**src/hw/rtl/boot_ms_pkg.sv**
```systemverilog
`timescale 1ns / 1ps
`default_nettype none

package boot_ms_pkg;

  // Command codes carried on in_tuser
  typedef enum logic [1:0] {
    CMD_POWER_ON  = 2'd0,
    CMD_WAKE_INIT = 2'd1,
    CMD_POLL      = 2'd2,
    CMD_REPORT    = 2'd3
  } cmd_t;

  // Entries of the timestamp memory; wake and wake-factor stamps always coincide
  typedef enum logic [1:0] {
    ENT_WAKE   = 2'd0,
    ENT_SOC    = 2'd1,
    ENT_RESUME = 2'd2,
    ENT_LINK   = 2'd3
  } ent_t;

  localparam int NUM_ENT = 4;

  // Report geometry
  localparam int REPORT_BYTES = 35;
  localparam int IDX_W        = 6;
  localparam logic [IDX_W-1:0] LAST_IDX = IDX_W'(REPORT_BYTES - 1);

  // Wake factor codes
  localparam logic [1:0] FACTOR_WAKE   = 2'd1;
  localparam logic [1:0] FACTOR_RESUME = 2'd2;

  // Status byte values that count as edges
  localparam logic [7:0] STATUS_ON  = 8'h01;
  localparam logic [7:0] STATUS_OFF = 8'h00;

  // Flag byte bits
  localparam logic [7:0] FLAG_ALWAYS = 8'h01;
  localparam logic [7:0] FLAG_WAKE   = 8'h3E;
  localparam logic [7:0] FLAG_SOC    = 8'h40;
  localparam logic [7:0] FLAG_RESUME = 8'h80;
  localparam logic [7:0] LINK_SEEN   = 8'h01;

  // Kind of report byte
  typedef enum logic [2:0] {
    SEG_FLAGS,
    SEG_NOW,
    SEG_WAKE_ABS,
    SEG_ELAPSED,
    SEG_FACTOR,
    SEG_POWER,
    SEG_LINK
  } seg_t;

  typedef struct packed {
    seg_t       seg;
    ent_t       ent;
    logic [1:0] lane;   // byte of the 32-bit word, 3 is the most significant
  } byte_map_t;

  // Decode a report position into its source and byte lane
  function automatic byte_map_t byte_map(input logic [IDX_W-1:0] idx);
    byte_map_t        m;
    logic [IDX_W-1:0] start;
    m.seg = SEG_FLAGS;
    m.ent = ENT_WAKE;
    start = idx;
    case (idx) inside
      [6'd1:6'd4]:   begin m.seg = SEG_NOW;      start = 6'd1;  end
      [6'd5:6'd8]:   begin m.seg = SEG_WAKE_ABS; start = 6'd5;  end
      [6'd9:6'd12]:  begin m.seg = SEG_ELAPSED;  start = 6'd9;  end
      6'd13:         begin m.seg = SEG_FACTOR;                  end
      [6'd14:6'd17]: begin m.seg = SEG_POWER;    start = 6'd14; end
      [6'd18:6'd21]: begin m.seg = SEG_ELAPSED;  start = 6'd18; end
      [6'd22:6'd25]: begin
        m.seg = SEG_ELAPSED;
        m.ent = ENT_SOC;
        start = 6'd22;
      end
      [6'd26:6'd29]: begin
        m.seg = SEG_ELAPSED;
        m.ent = ENT_RESUME;
        start = 6'd26;
      end
      6'd30:         begin m.seg = SEG_LINK;                    end
      [6'd31:6'd34]: begin
        m.seg = SEG_ELAPSED;
        m.ent = ENT_LINK;
        start = 6'd31;
      end
      default:       begin m.seg = SEG_FLAGS;                   end
    endcase
    m.lane = 2'(start + 6'd3 - idx);
    return m;
  endfunction

endpackage

`default_nettype wire

```
**src/hw/rtl/boot_milestone_timestamp_log.sv**
```systemverilog
`timescale 1ns / 1ps
`default_nettype none

// Channel | Direction | tdata                                   | tuser     | tlast
// in_     | slave     | time, sleep, power, soc, resume, link     | command   | -
// out_    | master    | report byte, report index                 | -         | last byte
//
// Init and poll words write each new timestamp through the write port of the time
// memory, one entry at a time (up to three for a poll); input ready stays low meanwhile.
// A report emits 35 bytes, one per cycle while out_tready is high, through a memory
// read stage and then the output register; input ready returns once the last byte is
// registered. A low out_tready holds the pipeline.
// Reset (rst_n, synchronous) clears flags and control; unwritten entries are masked.
module boot_milestone_timestamp_log
  import boot_ms_pkg::*;
(
  input  wire logic        clk,
  input  wire logic        rst_n,
  input  wire logic        in_tvalid,
  output logic             in_tready,
  // [31:0] time_now, [32] sleep_port_high, [64:33] power_info,
  // [72:65] soc_wake_status, [80:73] resume_wake_status, [88:81] link_up_status
  input  wire logic [95:0] in_tdata,
  // [1:0] command
  input  wire logic [1:0]  in_tuser,
  output logic             out_tvalid,
  input  wire logic        out_tready,
  // [7:0] report_byte, [13:8] report_index
  output logic [15:0]      out_tdata,
  output logic             out_tlast
);

  // Input fields
  cmd_t        cmd;
  logic [31:0] time_now;
  logic        sleep_hi;
  logic [31:0] power_info;
  logic [7:0]  soc_st;
  logic [7:0]  res_st;
  logic [7:0]  lnk_st;

  assign cmd        = cmd_t'(in_tuser);
  assign time_now   = in_tdata[31:0];
  assign sleep_hi   = in_tdata[32];
  assign power_info = in_tdata[64:33];
  assign soc_st     = in_tdata[72:65];
  assign res_st     = in_tdata[80:73];
  assign lnk_st     = in_tdata[88:81];

  // Log state held in flops
  logic [NUM_ENT-1:0] flags_r, flags_nxt;
  logic [1:0]         factor_r, factor_nxt;
  logic [31:0]        power_r, power_nxt;
  logic [7:0]         last_soc_r, last_soc_nxt;
  logic [7:0]         last_res_r, last_res_nxt;
  logic [7:0]         last_lnk_r, last_lnk_nxt;

  // Pending stamp writes
  logic [NUM_ENT-1:0] wr_mask_r, wr_mask_nxt;
  logic [NUM_ENT-1:0] new_mask;
  logic [31:0]        wr_time_r;
  logic               wr_en;
  ent_t               wr_addr;

  // Report generator
  logic               gen_r;
  logic [IDX_W-1:0]   idx_r;
  logic               s1_valid_r;
  logic [IDX_W-1:0]   s1_idx_r;
  logic [31:0]        t5_r;
  logic               out_valid_r;
  logic [7:0]         out_byte_r;
  logic [IDX_W-1:0]   out_idx_r;
  logic               out_last_r;

  // Time memory
  logic [31:0]        mem [NUM_ENT];
  logic [31:0]        rd_data_r;
  logic               rd_en;
  ent_t               rd_addr;
  byte_map_t          rd_bm;

  logic               in_acc;
  logic               out_free;
  logic               s1_en;
  logic               issue;
  logic               move;
  byte_map_t          bm;
  logic [31:0]        word;
  logic [7:0]         byte_val;

  assign in_tready = !gen_r && (wr_mask_r == '0);
  assign in_acc    = in_tvalid && in_tready;

  // Work out the new log state for one input word
  always_comb begin
    flags_nxt    = flags_r;
    factor_nxt   = factor_r;
    power_nxt    = power_r;
    last_soc_nxt = last_soc_r;
    last_res_nxt = last_res_r;
    last_lnk_nxt = last_lnk_r;
    new_mask     = '0;
    case (cmd) inside
      CMD_POWER_ON, CMD_WAKE_INIT: begin
        last_soc_nxt      = STATUS_OFF;
        last_res_nxt      = STATUS_OFF;
        last_lnk_nxt      = STATUS_OFF;
        flags_nxt         = '0;
        flags_nxt[ENT_WAKE] = 1'b1;
        new_mask          = '0;
        new_mask[ENT_WAKE] = 1'b1;
        factor_nxt = (cmd == CMD_WAKE_INIT && sleep_hi) ? FACTOR_RESUME : FACTOR_WAKE;
        power_nxt  = power_info;
      end
      CMD_POLL: begin
        if (soc_st == STATUS_ON && last_soc_r == STATUS_OFF) begin
          flags_nxt[ENT_SOC] = 1'b1;
          new_mask[ENT_SOC]  = 1'b1;
        end
        if (soc_st == STATUS_OFF && last_soc_r == STATUS_ON) begin
          flags_nxt           = '0;
          flags_nxt[ENT_WAKE] = 1'b1;
          new_mask            = '0;
          new_mask[ENT_WAKE]  = 1'b1;
          factor_nxt          = FACTOR_WAKE;
          power_nxt           = power_info;
        end
        last_soc_nxt = soc_st;
        if (res_st == STATUS_ON && last_res_r == STATUS_OFF) begin
          flags_nxt[ENT_RESUME] = 1'b1;
          new_mask[ENT_RESUME]  = 1'b1;
        end
        if (res_st == STATUS_OFF && last_res_r == STATUS_ON) begin
          flags_nxt           = '0;
          flags_nxt[ENT_WAKE] = 1'b1;
          new_mask            = '0;
          new_mask[ENT_WAKE]  = 1'b1;
          factor_nxt          = FACTOR_RESUME;
          power_nxt           = power_info;
        end
        last_res_nxt = res_st;
        if (lnk_st == STATUS_ON && last_lnk_r == STATUS_OFF) begin
          flags_nxt[ENT_LINK] = 1'b1;
          new_mask[ENT_LINK]  = 1'b1;
        end
        last_lnk_nxt = lnk_st;
      end
      default: begin
      end
    endcase
  end

  // Drain pending stamps one entry a cycle, lowest first
  always_comb begin
    wr_addr = ENT_WAKE;
    for (int i = NUM_ENT - 1; i >= 0; i--) begin
      if (wr_mask_r[i]) begin
        wr_addr = ent_t'(2'(i));
      end
    end
    wr_en       = (wr_mask_r != '0);
    wr_mask_nxt = wr_mask_r;
    if (wr_en) begin
      wr_mask_nxt[wr_addr] = 1'b0;
    end
    if (in_acc) begin
      wr_mask_nxt = new_mask;
    end
  end

  // Log state and write queue
  always_ff @(posedge clk) begin
    if (!rst_n) begin
      flags_r    <= '0;
      factor_r   <= '0;
      power_r    <= '0;
      last_soc_r <= '0;
      last_res_r <= '0;
      last_lnk_r <= '0;
      wr_mask_r  <= '0;
    end else begin
      wr_mask_r <= wr_mask_nxt;
      if (in_acc) begin
        flags_r    <= flags_nxt;
        factor_r   <= factor_nxt;
        power_r    <= power_nxt;
        last_soc_r <= last_soc_nxt;
        last_res_r <= last_res_nxt;
        last_lnk_r <= last_lnk_nxt;
      end
    end
  end

  // Hold the word's time for stamps and for the report
  always_ff @(posedge clk) begin
    if (in_acc) begin
      wr_time_r <= time_now;
      t5_r      <= time_now;
    end
  end

  // Read pipeline control
  assign out_free = !out_valid_r || out_tready;
  assign s1_en    = !s1_valid_r || out_free;
  assign issue    = gen_r && (idx_r <= LAST_IDX) && s1_en;
  assign move     = s1_valid_r && out_free;
  assign rd_en    = issue;
  assign rd_bm    = byte_map(idx_r);
  assign rd_addr  = rd_bm.ent;

  // Time memory, one write and one registered read port
  always_ff @(posedge clk) begin
    if (wr_en) begin
      mem[wr_addr] <= wr_time_r;
    end
    if (rd_en) begin
      rd_data_r <= mem[rd_addr];
    end
  end

  // Advance the generator index and read stage
  always_ff @(posedge clk) begin
    if (!rst_n) begin
      gen_r      <= 1'b0;
      idx_r      <= '0;
      s1_valid_r <= 1'b0;
    end else begin
      if (in_acc && cmd == CMD_REPORT) begin
        gen_r <= 1'b1;
        idx_r <= '0;
      end else begin
        if (issue) begin
          idx_r <= idx_r + 1'b1;
        end
        if (move && s1_idx_r == LAST_IDX) begin
          gen_r <= 1'b0;
        end
      end
      if (s1_en) begin
        s1_valid_r <= issue;
      end
    end
  end

  always_ff @(posedge clk) begin
    if (issue) begin
      s1_idx_r <= idx_r;
    end
  end

  // Form the report byte from the read word
  always_comb begin
    bm       = byte_map(s1_idx_r);
    word     = '0;
    byte_val = '0;
    case (bm.seg)
      SEG_NOW:      word = t5_r;
      SEG_WAKE_ABS: word = flags_r[ENT_WAKE] ? rd_data_r : '0;
      SEG_ELAPSED:  word = flags_r[bm.ent] ? (t5_r - rd_data_r) : '0;
      SEG_POWER:    word = flags_r[ENT_WAKE] ? power_r : '0;
      default:      word = '0;
    endcase
    case (bm.seg)
      SEG_FLAGS: begin
        byte_val = FLAG_ALWAYS
                 | (flags_r[ENT_WAKE]   ? FLAG_WAKE   : 8'h00)
                 | (flags_r[ENT_SOC]    ? FLAG_SOC    : 8'h00)
                 | (flags_r[ENT_RESUME] ? FLAG_RESUME : 8'h00);
      end
      SEG_FACTOR: byte_val = flags_r[ENT_WAKE] ? {6'd0, factor_r} : 8'h00;
      SEG_LINK:   byte_val = flags_r[ENT_LINK] ? LINK_SEEN : 8'h00;
      default:    byte_val = word[bm.lane*8 +: 8];
    endcase
  end

  // Output register
  always_ff @(posedge clk) begin
    if (!rst_n) begin
      out_valid_r <= 1'b0;
    end else if (out_free) begin
      out_valid_r <= s1_valid_r;
    end
  end

  always_ff @(posedge clk) begin
    if (move) begin
      out_byte_r <= byte_val;
      out_idx_r  <= s1_idx_r;
      out_last_r <= (s1_idx_r == LAST_IDX);
    end
  end

  assign out_tvalid = out_valid_r;
  assign out_tdata  = {2'b00, out_idx_r, out_byte_r};
  assign out_tlast  = out_last_r;

`ifndef NO_ASSERTIONS
  // No stamp write lands while a report reads the memory
  a_no_write_during_report: assert property (@(posedge clk) disable iff (!rst_n)
    wr_en |-> !gen_r)
    else $error("stamp write during report");

  // The read stage only holds bytes of a running report
  a_s1_within_report: assert property (@(posedge clk) disable iff (!rst_n)
    s1_valid_r |-> gen_r)
    else $error("read stage valid outside report");

  // An accepted report request starts the generator
  a_report_starts: assert property (@(posedge clk) disable iff (!rst_n)
    (in_acc && cmd == CMD_REPORT) |=> (gen_r && idx_r == '0))
    else $error("report did not start");

  // The generator never issues past the final byte or while stamps are pending
  a_idx_bound: assert property (@(posedge clk) disable iff (!rst_n)
    issue |-> (idx_r <= LAST_IDX && wr_mask_r == '0))
    else $error("read issued out of range or with stamps pending");
`endif

endmodule

`default_nettype wire
```
**config.mk**
```make
export PLATFORM = sky130hd
export DESIGN_NAME = boot_milestone_timestamp_log
export DESIGN_NICKNAME = d
export VERILOG_FILES = /design/src/hw/rtl/boot_ms_pkg.sv /design/src/hw/rtl/boot_milestone_timestamp_log.sv
export SDC_FILE = /design/constraint.sdc
export NUM_CORES = 1
export LEC_CHECK = 0
export ABC_AREA = 0
export ABC_CLOCK_PERIOD_IN_PS = 4450
export BUFFER_PORTS_ARGS = -buffer_cell sky130_fd_sc_hd__buf_2
export CAP_MARGIN = 20
export CORE_ASPECT_RATIO = 1.1
export CORE_MARGIN = 2
export CORE_UTILIZATION = 35
export DETAILED_ROUTE_END_ITERATION = 10
export PLACE_DENSITY = 0.5
export SYNTH_ARGS = -nofsm -noshare
export SYNTH_HDL_FRONTEND = slang
export SYNTH_SLANG_ARGS = --single-unit
export TNS_END_PERCENT = 100
```
**constraint.sdc**
```tcl
create_clock -name clk -period 4.45 [get_ports clk]
set_clock_uncertainty 0.2 [all_clocks]
set_input_delay 0.445 -clock clk [delete_from_list [all_inputs] [get_ports clk]]
set_output_delay 0.445 -clock clk [all_outputs]
set_load 0.03 [all_outputs]
```
==> impl_metrics.json, run 1 <==
{
  "grt_pass1_wl_um": 58400,
  "rrSetupSlack_ns": 0.65,
  "antenna_found_initial": 0,
  "finalCritPeriodShare": 0.853,
  "ys_seq_area_frac": 0.561,
  "synth_flop_cell": "edfxtp_1",
  "htree_levels": 1,
  "rsz0062_at_grt": "false",
  "initial_core_util": 0.353,
  "crit_type": "register to register",
  "p_leak_nw": 6.15,
  "cts-buffers-inserted": 31,
  "startpoint_type": "register",
  "synthArstFlopShare": 0,
  "die_w_um": 195,
  "power_density_mw_per_mm2": 371,
  "tightestPinTransition_ns": 0.962,
  "hp-class": "input pin to register",
  "grt_overflow": 0,
  "max-slew-margin-rel": 0.359,
  "final_antenna_net_count": 0,
  "cap_violations": 0,
  "worstPathRequired_ns": 4.64,
  "place_hpwl_um": 25000,
  "synth_warnings": 0,
  "diodes": 0,
  "pin_count": 121,
  "critPathArrivalTime_ns": 3.99,
  "max_freq_ghz": 0.263,
  "drc": 0,
  "dr.pass1.iters": 5,
  "whs_endpoint": "s1_valid_r",
  "critical_path.startpoint": "s1_idx_r[3]",
  "gp_routability_congestion": 0.903,
  "grt_pass1_vias": 10300,
  "rows": 77,
  "worstPathMaxFanout": 19,
  "setup_viol": 0,
  "slowest_delay_ns": 0.64,
  "io_buffers": 111,
  "crit_chain": "or2_1 -> a21o_1 -> a2111oi_1 -> nand2b_1 -> a211oi_4 -> buf_4 -> a221oi_1 -> a211o_1 -> o311ai_1",
  "ctsRootBufferMaster": "clkbuf_16",
  "holdPathStages": 4,
  "clk_pin_slew_ns": 0.06,
  "final_cell_area_mm2": 0.0172,
  "synth_seq_cells": 288,
  "syn_area_mm2": 0.0141,
  "hp-start": "out_tready",
  "track_usage": 0.178,
  "totalNegativeSetupSlack_ns": 0,
  "num_vias": 10500,
  "die_height_um": 214,
  "viasPerCell": 5.31,
  "grt_max_degree": 65,
  "die_area_mm2": 0.0418,
  "cts_tree": "built",
  "synth-edff-count": 213,
  "finalWirelength_um": 37500,
  "final.min_clock_period_ns": 3.80,
  "yosysUniqueCellTypes": 82,
  "cp_slowest_cell": "edfxtp_1",
  "postPlaceCellArea_mm2": 0.0153,
  "clock_latency_ns": 0.57,
  "drive_gt1_frac": 0.149,
  "hold_viol_final": 0,
  "core-area_mm2": 0.0399,
  "avgSynthCellArea_um2": 11.3,
  "nets": 1575,
  "netlist_instances": 1244,
  "timing.rr.end": "out_byte_r[6]",
  "slew_viol_final": 0,
  "end_kind": "register",
  "r2r_cells": 9,
  "syn2layout_area_growth_pct": 22.5,
  "wl_per_cell_um": 19.0,
  "reg2reg_from": "s1_idx_r[3]",
  "cts_sinks": 288,
  "initialDrtViolationCount": 841,
  "vdd_drop_max_v": 0.000275,
  "clock_path_buffers": 3,
  "status": "finished clean"
}
how the worst max path moves through the flow:
stage,endpoint
after floorplan,power_r[10]
after detailed placement,out_byte_r[4]
after CTS,out_byte_r[4]
after global placement,out_byte_r[6]
final,out_byte_r[6]
after global routing,out_byte_r[4]
cell families (layout without fill, tap and decap cells):
logic type               count (synthesis)  count (layout)  synth area share
flip-flops                             288             288             0.561
multiplexers                            35              35            0.0249
buffers and inverters                  124             339            0.0397
XOR/XNOR                                25              25            0.0156
AND/OR/NAND/NOR                        370             370             0.135
other                                    1               2          0.000267
adder cells (fa/ha/maj)                 38              38            0.0343
AO/OA/AOI/OAI                          363             363             0.189
synth_stat cells, drive strengths merged, types with 7 or more instances:
cell type  instances  area, um^2
edfxtp           213        6400
nand2            137         514
a21oi             75         375
dfxtp             75        1500
nor2b             66         413
inv               49         184
clkbuf            43         161
nor2              42         158
a211oi            41         325
ha                37         463
o21ai             37         189
a21boi            36         270
mux2i             35         350
buf               31         209
a221o             28         280
a22oi             28         210
a221oi            22         205
nor4              16         100
a21o              15         113
nand3             14        70.1
nand4             14        87.6
nand2b            13        81.3
nor3              13        65.1
xnor2             13         114
xor2              12         105
a31oi             11        75.1
and3               9        56.3
nor3b              9        72.6
o31ai              9        67.6
or3                9        56.3
o211ai             8        60.1
o311ai             8        70.1
a2111oi            7        87.6
power by group:
| part | switching (W) | internal (W) |
|---|---|---|
| sequential | 0.0000692 | 0.00295 |
| clock | 0.00106 | 0.00168 |
| combinational | 0.000357 | 0.000275 |
| total | 0.00149 | 0.00491 |
final cells by class:
| cell class | instances | area [um^2] |
|---|---|---|
| clock buffers | 35 | 791 |
| clock inverters | 23 | 293 |
| flip-flops and latches | 288 | 7900 |
| repair buffers | 231 | 1740 |
| fillers | 3818 | 22700 |
| multi-input cells | 833 | 5680 |
| inverters | 50 | 188 |
| well taps | 513 | 642 |
routing by layer:
metal	vias up	global-route usage	routed length, um
met5	-	0	0
met4	0	0.0580	1100
met3	61	0.0245	1550
met2	252	0.287	17200
met1	5051	0.247	17700
li1	5119	-	-
metrics by stage:
stage	hold WS (ns)	instances	power, W	setup WS [ns]	util
2_1_floorplan	0.237	1245	0.00343	0.442	-
3_3_place_gp	0.256	1826	0.00364	0.753	0.383
3_5_place_dp	0.261	1826	0.00365	0.710	0.383
4_1_cts	0.0108	1973	0.00647	0.689	0.432
5_1_grt	0.0572	1973	0.00665	0.471	0.432
6_report	0.0295	1973	0.00640	0.653	0.432
registers in the layout (all words and copies together) (netlist names), 6 cells and up:
| signal | flops |
|---|---|
| last_lnk_r | 8 |
| s1_idx_r | 6 |
| last_soc_r | 8 |
| idx_r | 6 |
| rd_data_r | 32 |
| t5_r | 32 |
| power_r | 32 |
| out_byte_r | 8 |
| mem | 128 |
| out_idx_r | 6 |
| last_res_r | 8 |
worst max-delay path: cells and delay by family (launching register included):
family | cells | cell delay (ns)
simple gates | 2 | 0.54
buf+inv | 1 | 0.31
flops | 1 | 0.64
compound gates | 6 | 1.92
placed cells by master (no fill, tap or decap), drive strengths merged, types with 15 or more instances in the layout:
cell type      n
o21ai         37
clkbuf        35
inv           50
clkinv        15
a22oi         28
ha            37
a21boi        36
a221oi        22
buf          142
edfxtp       213
mux2i         35
nor4          16
nand2        137
a211oi        41
nor2b         66
dfxtp         75
dlygate4sd3   89
nor2          42
a21oi         75
a221o         28
a21o          15
what timing repair did:
item                                    4_1_cts  5_1_grt
endpoints found under the setup margin        0        0
buffers inserted                              0        0
hold buffers                                 89        0
gates resized for setup                       0        0
endpoints found under the hold margin        89        0
(Power assumes the default switching activity.)
==> run 2, diff against run 1 <==
Settings changed: CORE_MARGIN 2 to 1.
==> impl_metrics.json, run 2 (synthesized netlist as in run 1, its figures left out) <==
{
  "hp-start": "in_tdata[87]",
  "tightestPinTransition_ns": 0.965,
  "setup_viol": 0,
  "syn2layout_area_growth_pct": 21.0,
  "grt_pass1_wl_um": 58200,
  "num_vias": 10400,
  "dr.pass1.iters": 7,
  "finalWirelength_um": 37400,
  "end_kind": "register",
  "die_w_um": 193,
  "io_buffers": 111,
  "clock_latency_ns": 0.51,
  "postPlaceCellArea_mm2": 0.0152,
  "clk_pin_slew_ns": 0.06,
  "initial_core_util": 0.357,
  "cts_tree": "built",
  "whs_ns": 0.0186,
  "fill_cells": 3767,
  "totalNegativeSetupSlack_ns": 0,
  "grt_max_degree": 46,
  "crit_type": "register to register",
  "nets": 1563,
  "reg2reg_from": "t5_r[0]",
  "die_area_mm2": 0.0410,
  "p_leak_nw": 6.07,
  "setup_ws_ns": 0.540,
  "cts-buffers-inserted": 34,
  "final.min_clock_period_ns": 3.91,
  "diodes": 0,
  "core-area_mm2": 0.0394,
  "rsz0062_at_grt": "false",
  "final_cell_area_mm2": 0.0170,
  "die_height_um": 212,
  "largest_reg_flops": 128,
  "grt_pass1_vias": 10200,
  "gp_routability_congestion": 0.901,
  "finalCritPeriodShare": 0.879,
  "busiest_layer": "met2",
  "vdd_drop_max_v": 0.000206,
  "whs_endpoint": "last_lnk_r[6]",
  "hold_viol_final": 0,
  "drive_gt1_frac": 0.149,
  "final_cell_mix": "edfxtp_1 (213), nand2_1 (137), buf_2 (111), a21oi_1 (74), dfxtp_1 (74)",
  "fin_cells": 1955,
  "worstPathMaxFanout": 6,
  "cts_resized": 0,
  "max_freq_ghz": 0.256,
  "startpoint_type": "register",
  "timing.rr.end": "out_byte_r[6]",
  "pin_count": 121,
  "cap_violations": 0,
  "cts_sinks": 288,
  "hp-class": "input pin to register",
  "regMostFlops": "mem",
  "power_density_mw_per_mm2": 368,
  "htree_levels": 2,
  "post-place-ws_ns": 0.575,
  "grt_overflow": 0,
  "clock_path_buffers": 3,
  "drc": 0,
  "initialDrtViolationCount": 723,
  "max-slew-margin-rel": 0.357,
  "slew_viol_final": 0,
  "critPathArrivalTime_ns": 3.93,
  "ctsRootBufferMaster": "clkbuf_16",
  "worstPathRequired_ns": 4.48,
  "status": "finished clean",
  "wl_per_cell_um": 19.1,
  "viasPerCell": 5.32,
  "antenna_found_initial": 1,
  "use_met1": 0.262,
  "r2r_cells": 12,
  "grt_use_met2": 0.299,
  "place_hpwl_um": 25000,
  "place_inst": 1821,
  "track_usage": 0.186,
  "use_met3": 0.0256,
  "holdPathStages": 3,
  "rows": 76,
  "final_common_cell": "edfxtp_1",
  "rrSetupSlack_ns": 0.54,
  "final_antenna_net_count": 0
}
[run 2: per-stage QoR]
stage	total power, W	util
CTS	0.00635	0.432
detailed placement	0.00365	0.387
global placement	0.00365	0.387
global route	0.00653	0.432
floorplan	0.00343	-
finish	0.00626	0.432
[run 2: critical path, cell delays in order (launching register included)]
cell and delay [ns]:
edfxtp_1 0.45, inv_1 0.09, ha_1 0.15, inv_1 0.05, fa_1 0.40, a21o_1 0.21, nor2b_1 0.15, o31ai_1 0.62
a2111oi_0 0.32, o211a_1 0.31, o2111a_1 0.23, a311oi_1 0.32, o311ai_1 0.12
[run 2: repair_timing]
item	CTS	global route
hold endpoints to repair	73	0
setup buffers	0	0
hold buffers	73	0
[run 2: layer usage]
metal,part of all wire,vias to the layer above
met4,0.017,0
met1,0.48,5053
met2,0.46,224
met5,0,-
li1,-,5092
met3,0.038,36
[run 2: area by class of cell]
type                    count  area (um^2)  share of cell area
flip-flops and latches    288         7900               0.464
well taps                 507          634              0.0373
repair buffers            216         1580              0.0926
clock inverters            14         93.8             0.00551
multi-input cells         833         5680               0.334
clock buffers              47          951              0.0559
inverters                  50          188              0.0110
[run 2: worst max path at each step]
stage	to	slack, ns	cells past startpoint	from
CTS	out_byte_r[6]	0.56	12	t5_r[0]
global placement	out_byte_r[6]	0.63	12	t5_r[0]
floorplan	power_r[10]	0.44	10	wr_mask_r[0]
detailed placement	out_byte_r[6]	0.58	12	t5_r[0]
global route	out_byte_r[7]	0.34	9	t5_r[4]
finish	out_byte_r[6]	0.54	12	t5_r[0]
[run 2: report_power, final]
group          total (W)  internal [W]  switching [W]
combinational   0.000624      0.000266       0.000358
clock            0.00261       0.00155        0.00106
sequential       0.00302       0.00296      0.0000676
